**config.mk**
```make
export PLATFORM = sky130hd
export DESIGN_NAME = decimal_thousands_formatter_top
export DESIGN_NICKNAME = d
export VERILOG_FILES = /design/src/sv/dtf_pkg.sv /design/src/sv/dtf_cell.sv /design/src/sv/decimal_thousands_formatter_top.sv
export SDC_FILE = /design/constraint.sdc
export NUM_CORES = 1
export LEC_CHECK = 0
export ABC_AREA = 0
export BUFFER_PORTS_ARGS = -buffer_cell sky130_fd_sc_hd__buf_2
export CORE_ASPECT_RATIO = 0.6
export CORE_UTILIZATION = 61
export DETAILED_ROUTE_END_ITERATION = 6
export PLACE_DENSITY = 0.88
export SLEW_MARGIN = 20
export SYNTH_ARGS = -nofsm -noshare
export SYNTH_HDL_FRONTEND = slang
export SYNTH_SLANG_ARGS = --single-unit
```
**constraint.sdc**
```tcl
create_clock -name clk -period 4.2 [get_ports clk]
set_clock_uncertainty 0.05 [all_clocks]
set_input_delay 0.84 -clock clk [delete_from_list [all_inputs] [get_ports clk]]
set_output_delay 0.84 -clock clk [all_outputs]
set_load 0.05 [all_outputs]
```
**src/sv/dtf_pkg.sv**
```systemverilog
// Shared constants and types for the decimal thousands formatter.
`default_nettype none
package dtf_pkg;
	localparam int VALUE_WIDTH = 64;
	// enough BCD digits for magnitudes up to 2^(VALUE_WIDTH-1)
	localparam int NUM_DIGITS  = 19;
	localparam int CNT_W       = $clog2(VALUE_WIDTH);
	localparam int REM_W       = $clog2(NUM_DIGITS + 1);
	localparam int GROUP_SIZE  = 3;
	localparam logic [1:0] GRP_INIT = 2'(NUM_DIGITS % GROUP_SIZE);
	localparam logic [1:0] GRP_SEP  = 2'd1;
	localparam logic [1:0] GRP_TOP  = 2'(GROUP_SIZE - 1);

	localparam logic [7:0] CH_ZERO   = 8'd48;
	localparam logic [7:0] CH_NINE   = 8'd57;
	localparam logic [7:0] CH_MINUS  = 8'd45;
	localparam logic [7:0] SEP_RESET = 8'd44;

	typedef logic [3:0] bcd_t;

	// per-cycle command to every digit cell
	typedef struct packed {
		logic clr;   // zero the digit
		logic conv;  // add-3 and shift left, taking the carry from below
		logic shift; // take the digit of the lower neighbor
	} cell_ctrl_t;
endpackage
`default_nettype wire

```
**src/sv/dtf_cell.sv**
```systemverilog
// One BCD digit cell of the binary-to-decimal chain.
`default_nettype none
module dtf_cell (
	input  wire                    clk,
	input  wire                    arst_n,
	input  dtf_pkg::cell_ctrl_t    ctrl,
	input  wire                    cin,
	input  dtf_pkg::bcd_t          din,
	output logic                   cout,
	output dtf_pkg::bcd_t          dout
);
	import dtf_pkg::*;

	bcd_t digit_q;
	bcd_t adj;

	// double dabble: correct digits of 5 and up before the shift
	assign adj  = (digit_q >= 4'd5) ? bcd_t'(digit_q + 4'd3) : digit_q;
	assign cout = adj[3];
	assign dout = digit_q;

	always_ff @(posedge clk or negedge arst_n) begin
		if (!arst_n) begin
			digit_q <= '0;
		end else if (ctrl.clr) begin
			digit_q <= '0;
		end else if (ctrl.conv) begin
			digit_q <= {adj[2:0], cin};
		end else if (ctrl.shift) begin
			digit_q <= din;
		end
	end
endmodule
`default_nettype wire

```
**src/sv/decimal_thousands_formatter_top.sv**
```systemverilog
// Top level: signed integer to decimal ASCII text with group separators.
//
//  channel  | dir | signals                           | payload
//  s_axis   | in  | s_axis_tvalid/tready/tdata        | tdata[63:0] value
//  m_axis   | out | m_axis_tvalid/tready/tdata/tlast  | tdata[7:0] char_code, tlast last_char
//  cfg      | in  | cfg_we, cfg_wdata                 | separator_char
//
// One number at a time. After the request, the 19-cell BCD chain shifts in one
// magnitude bit per cycle, then leading zeros are dropped (up to 18), then the
// characters go out one per cycle while the output is not stalled (up to 26, for
// the most negative value).
// Reset clears control state and sets the separator to a comma.
// A stalled output holds the character and stops the emitter; the next number
// is taken as soon as the last character sits in the output register.
`default_nettype none
module decimal_thousands_formatter_top (
	input  wire         clk,
	input  wire         arst_n,
	input  wire         s_axis_tvalid,
	output logic        s_axis_tready,
	input  wire  [63:0] s_axis_tdata,  // [63:0] value
	output logic        m_axis_tvalid,
	input  wire         m_axis_tready,
	output logic [7:0]  m_axis_tdata,  // [7:0] char_code
	output logic        m_axis_tlast,  // last_char
	input  wire         cfg_we,
	input  wire  [7:0]  cfg_wdata
);
	import dtf_pkg::*;

	typedef enum logic [2:0] {
		ST_IDLE,
		ST_CONV,
		ST_SKIP,
		ST_MINUS,
		ST_DIGIT,
		ST_SEP
	} state_t;

	state_t                 state_q;
	logic [VALUE_WIDTH-1:0] mag_q;
	logic                   neg_q;
	logic [CNT_W-1:0]       cnt_q;
	logic [REM_W-1:0]       rem_q;
	logic [1:0]             grp_q;
	logic [7:0]             sep_q;
	logic                   out_valid_q;
	logic [7:0]             out_char_q;
	logic                   out_last_q;

	logic [VALUE_WIDTH-1:0] raw;
	logic [VALUE_WIDTH-1:0] neg_raw;
	logic                   in_req;
	logic                   adv;
	logic                   drop;
	logic                   top_zero;
	logic [1:0]             grp_dec;
	cell_ctrl_t             ctrl;
	logic [NUM_DIGITS:0]    carry;
	bcd_t                   dig [NUM_DIGITS];
	bcd_t                   top;

	assign raw     = s_axis_tdata[VALUE_WIDTH-1:0];
	assign neg_raw = VALUE_WIDTH'(~raw + 1'b1);

	assign s_axis_tready = (state_q == ST_IDLE);
	assign in_req        = s_axis_tvalid && s_axis_tready;
	assign adv           = !out_valid_q || m_axis_tready;
	assign top           = dig[NUM_DIGITS-1];
	assign top_zero      = (top == 4'd0);
	assign drop          = top_zero && (rem_q != REM_W'(1));
	assign grp_dec       = (grp_q == 2'd0) ? GRP_TOP : 2'(grp_q - 2'd1);

	always_comb begin
		ctrl.clr   = in_req;
		ctrl.conv  = (state_q == ST_CONV);
		ctrl.shift = ((state_q == ST_SKIP) && drop) || ((state_q == ST_DIGIT) && adv);
	end

	assign carry[0] = mag_q[VALUE_WIDTH-1];

	genvar i;
	generate
		for (i = 0; i < NUM_DIGITS; i++) begin : g_cell
			bcd_t nb;
			if (i == 0) begin : g_low
				assign nb = '0;
			end else begin : g_up
				assign nb = dig[i-1];
			end
			dtf_cell u_cell (
				.clk   (clk),
				.arst_n(arst_n),
				.ctrl  (ctrl),
				.cin   (carry[i]),
				.din   (nb),
				.cout  (carry[i+1]),
				.dout  (dig[i])
			);
		end
	endgenerate

	always_ff @(posedge clk or negedge arst_n) begin
		if (!arst_n) begin
			state_q     <= ST_IDLE;
			sep_q       <= SEP_RESET;
			out_valid_q <= 1'b0;
			out_last_q  <= 1'b0;
			cnt_q       <= '0;
			rem_q       <= '0;
			grp_q       <= '0;
			neg_q       <= 1'b0;
		end else begin
			if (cfg_we) begin
				sep_q <= cfg_wdata;
			end
			if (out_valid_q && m_axis_tready) begin
				out_valid_q <= 1'b0;
			end
			case (state_q)
				ST_IDLE: begin
					if (in_req) begin
						neg_q   <= raw[VALUE_WIDTH-1];
						mag_q   <= raw[VALUE_WIDTH-1] ? neg_raw : raw;
						cnt_q   <= CNT_W'(VALUE_WIDTH - 1);
						state_q <= ST_CONV;
					end
				end
				ST_CONV: begin
					mag_q <= {mag_q[VALUE_WIDTH-2:0], 1'b0};
					cnt_q <= CNT_W'(cnt_q - 1'b1);
					if (cnt_q == '0) begin
						rem_q   <= REM_W'(NUM_DIGITS);
						grp_q   <= GRP_INIT;
						state_q <= ST_SKIP;
					end
				end
				ST_SKIP: begin
					if (drop) begin
						rem_q <= REM_W'(rem_q - 1'b1);
						grp_q <= grp_dec;
					end else begin
						state_q <= neg_q ? ST_MINUS : ST_DIGIT;
					end
				end
				ST_MINUS: begin
					if (adv) begin
						out_valid_q <= 1'b1;
						out_char_q  <= CH_MINUS;
						out_last_q  <= 1'b0;
						state_q     <= ST_DIGIT;
					end
				end
				ST_DIGIT: begin
					if (adv) begin
						out_valid_q <= 1'b1;
						out_char_q  <= CH_ZERO + {4'd0, top};
						out_last_q  <= (rem_q == REM_W'(1));
						rem_q       <= REM_W'(rem_q - 1'b1);
						grp_q       <= grp_dec;
						if (rem_q == REM_W'(1)) begin
							state_q <= ST_IDLE;
						end else if (grp_q == GRP_SEP) begin
							state_q <= ST_SEP;
						end
					end
				end
				ST_SEP: begin
					if (adv) begin
						out_valid_q <= 1'b1;
						out_char_q  <= sep_q;
						out_last_q  <= 1'b0;
						state_q     <= ST_DIGIT;
					end
				end
				default: begin
					state_q <= ST_IDLE;
				end
			endcase
		end
	end

	assign m_axis_tvalid = out_valid_q;
	assign m_axis_tdata  = out_char_q;
	assign m_axis_tlast  = out_last_q;
endmodule
`default_nettype wire

```
==> impl_metrics.env <==
export IMPL_outcome="finished clean"
export IMPL_antenna_found_initial=0
export IMPL_post_route_cell_area_um2=12200
export IMPL_cp_start_kind="primary input"
export IMPL_clock_sinks=175
export IMPL_clk_pin_slew_worst_paths_ns=0.07
export IMPL_async_flop_share_pct=58.9
export IMPL_timing_setup_tns_ns=0
export IMPL_comb_power_share_pct=40.2
export IMPL_power_total_mw=7.59
export IMPL_slowest_delay_ns=0.50
export IMPL_power_frac_seq_pct=37.7
export IMPL_placedCellCount=1499
export IMPL_vdd_ir_drop_max_uv=430
export IMPL_dp_hpwl_um=17200
export IMPL_netlist_area_leader_share_pct=22.6
export IMPL_ys_seq_area_share_pct=42.8
export IMPL_n_antenna_cell=0
export IMPL_ys_ff_latch=175
export IMPL_power_internal_mw=4.40
export IMPL_finalMaxSlewViolations=0
export IMPL_worstPathArrival_ns=3.11
export IMPL_crit_type="primary input to flip-flop"
export IMPL_grt_usage_pct=28.4
export IMPL_path_cells="buf_2 -> nor3_1 -> and4b_1 -> nand4_2 -> o31ai_2 -> xor2_1 -> a21oi_1"
export IMPL_gp_congestion=0.865
export IMPL_tritoncts="done"
export IMPL_firstDrtPassIters=7
export IMPL_max_slew_worst_pin_slew_ns=0.969
export IMPL_first_global_vias=8637
export IMPL_syn_avg_cell_area_um2=9.00
export IMPL_power_density_nw_per_um2=620
export IMPL_syn_nets=1354
export IMPL_utilization_pct=70.1
export IMPL_die_h_um=106
export IMPL_min_path_type="primary input to async pin"
export IMPL_drt_iter0_drc=1145
export IMPL_rsz0062_at_grt="false"
export IMPL_rows=37
export IMPL_ys_types=65
export IMPL_fin_crit_ns=3.00
export IMPL_slew_headroom_pct=34.6
export IMPL_yosysTopAreaCell="dfrtp_1"
export IMPL_area_growth_pct=10.5
export IMPL_post_cts_buffers=0
export IMPL_final_nets=1407
export IMPL_synth_area_um2=11100
export IMPL_grt_pass1_wl_um=42700
export IMPL_crit_fanout=14
export IMPL_required_ns=4.31
export IMPL_cts_resized=0
export IMPL_p_switching_mw=3.19
export IMPL_grt_overflow_total=0
export IMPL_synth_edf_count=72
export IMPL_drive_gt1_share_pct=12.9
export IMPL_r2r_slack_ns=1.43
export IMPL_htree_levels=4
export IMPL_cts_root_buf="clkbuf_16"
export IMPL_switching_share_pct=42.0
export IMPL_grt_max_degree=69
export IMPL_cts_inserted_buffers=17
export IMPL_routedWlPerCell_um=17.1
export IMPL_yosysWarnings=0
export IMPL_ant_nets=0
export IMPL_final_cells=1531
export IMPL_clock_latency_ns=0.43
export IMPL_drt_wl_total_um=26200
export IMPL_ios=88
export IMPL_dieArea_um2=18700
export IMPL_end_kind="flip-flop"
export IMPL_cts_path_max_buffers=2
export IMPL_maxCapViolations=0
export IMPL_syn_inst=1231
export IMPL_crit_family="simple AND/OR/NAND/NOR gates"
export IMPL_finalHoldViolCount=0
export IMPL_setup_violations=0
export IMPL_route_detailed_drc=0
export IMPL_p_clk_share_pct=22.2
export IMPL_timing_final_crit_share_pct=71.4
export IMPL_dp_slack_ns=0.860
export IMPL_dpl_cell_area_um2=11600
export IMPL_crit_buf_inv=1
export IMPL_slowest_stage="nand4_2"
export IMPL_start_util_pct=63.4
export IMPL_synth_area_leaders="dfrtp_1 23%, edfxtp_1 20%, o21ai_0 6.1%, nand2_1 5.5%, a21oi_1 5.3%"
export IMPL_fin_hold_ws_ns=0.241
export IMPL_ys_flop_type="dfrtp_1"
export IMPL_finalWorstSetupSlack_ns=1.20
export IMPL_fmax_mhz=334
export IMPL_viasPerCell=6.17
export IMPL_io_buffers=87
export IMPL_cts_hold_buf=0
export IMPL_via_count=9442
export IMPL_leakage_nw=4.72
export IMPL_nFillCells=1267
export IMPL_coreArea_um2=17500
export IMPL_die_w_um=176
## worst register-to-register path, stage by stage, from the launching register on
cell     delay, ns
dfrtp_1       0.97
and2_4        0.68
buf_4         0.49
nor2_1        0.11
o41ai_1       0.35
## layout by cell type (no fill, tap or decap), types with 22 or more instances in the layout
cell | netlist | routed
nand2_1 | 162 | 161
nor2_1 | 113 | 113
ha_1 | 46 | 46
inv_1 | 49 | 49
nor3b_1 | 38 | 38
a21oi_1 | 117 | 117
o31ai_1 | 33 | 33
xor2_1 | 59 | 59
edfxtp_1 | 72 | 72
dfrtp_1 | 100 | 100
buf_2 | 8 | 86
mux2i_1 | 22 | 22
o21ai_0 | 136 | 136
nand2b_1 | 28 | 28
o41ai_1 | 24 | 24
## power groups by stage
stage          sequential [mW]  combinational (mW)  clock, mW
2_1_floorplan             2.76                2.35          0
3_3_place_gp              2.83                2.84          0
3_5_place_dp              2.87                2.99          0
4_1_cts                   2.84                3.02       1.68
5_1_grt                   2.93                3.41       1.76
6_report                  2.86                3.05       1.68
## Yosys cell counts, types with 3 or more instances
master / count
nand2_1: 162
o21ai_0: 136
a21oi_1: 117
nor2_1: 113
dfrtp_1: 100
edfxtp_1: 72
xor2_1: 59
inv_1: 49
ha_1: 46
clkbuf_1: 40
nor3b_1: 38
o31ai_1: 33
nand2b_1: 28
o41ai_1: 24
mux2i_1: 22
xnor2_1: 21
a211oi_1: 20
nor3_1: 18
nand3_1: 10
buf_1: 9
and3_1: 8
buf_2: 8
mux2_2: 8
buf_4: 6
nor4_1: 6
a31oi_1: 5
buf_6: 5
o41ai_2: 5
nand3b_1: 4
nor2b_1: 4
or3_1: 4
or4_1: 4
dfstp_2: 3
o31ai_2: 3
## cell families after synthesis
family                   after synthesis  synth area share (%)
XOR/XNOR                              80                  6.33
adder cells (fa/ha/maj)               46                  5.20
multiplexers                          30                  2.80
AO/OA/AOI/OAI                        360                  19.5
AND/OR/NAND/NOR                      423                  18.7
flip-flops                           175                  42.8
buffers and inverters                117                  4.60
## metal layers
metal	global-route usage [%]	share of wire (%)	vias to the layer above	routed length, µm
li1	-	-	4500	-
met1	42.3	47	4443	12200
met2	42.1	44	466	11600
met3	6.55	8.1	33	2130
met4	5.65	1.1	0	285
met5	0	0	-	0
## area by class of cell
cell class              instances  area, µm²  share of cell area [%]
well taps                     234        293                    2.39
multi-input cells             939       5830                    47.7
inverters                      49        184                    1.50
flip-flops and latches        175       4740                    38.8
clock inverters                15        183                    1.49
clock buffers                  17        425                    3.48
repair buffers                102        576                    4.70
## path summary, 6_finish.rpt
kind,start,endpoint,depth (start not counted)
setup / recovery,s_axis_tdata[14],mag_q[58],7
setup reg to reg,state_q[0],g_cell[11].u_cell.dout[3],4
hold reg to reg,mag_q[63],g_cell[0].u_cell.dout[0],1
min in group clk,mag_q[63],g_cell[0].u_cell.dout[0],1
hold / removal,arst_n,sep_q[4],1
max in group asynchronous,arst_n,g_cell[8].u_cell.dout[1],2
## registers in the layout, indices dropped and copies added, names as in the netlist
register,flops
state_q,3
m_axis_tdata,8
mag_q,64
neg_q,1
m_axis_tvalid,1
rem_q,5
g_cell.u_cell.dout,76
sep_q,8
grp_q,2
cnt_q,6
m_axis_tlast,1
No activity file was read; power rests on OpenSTA's default activity.
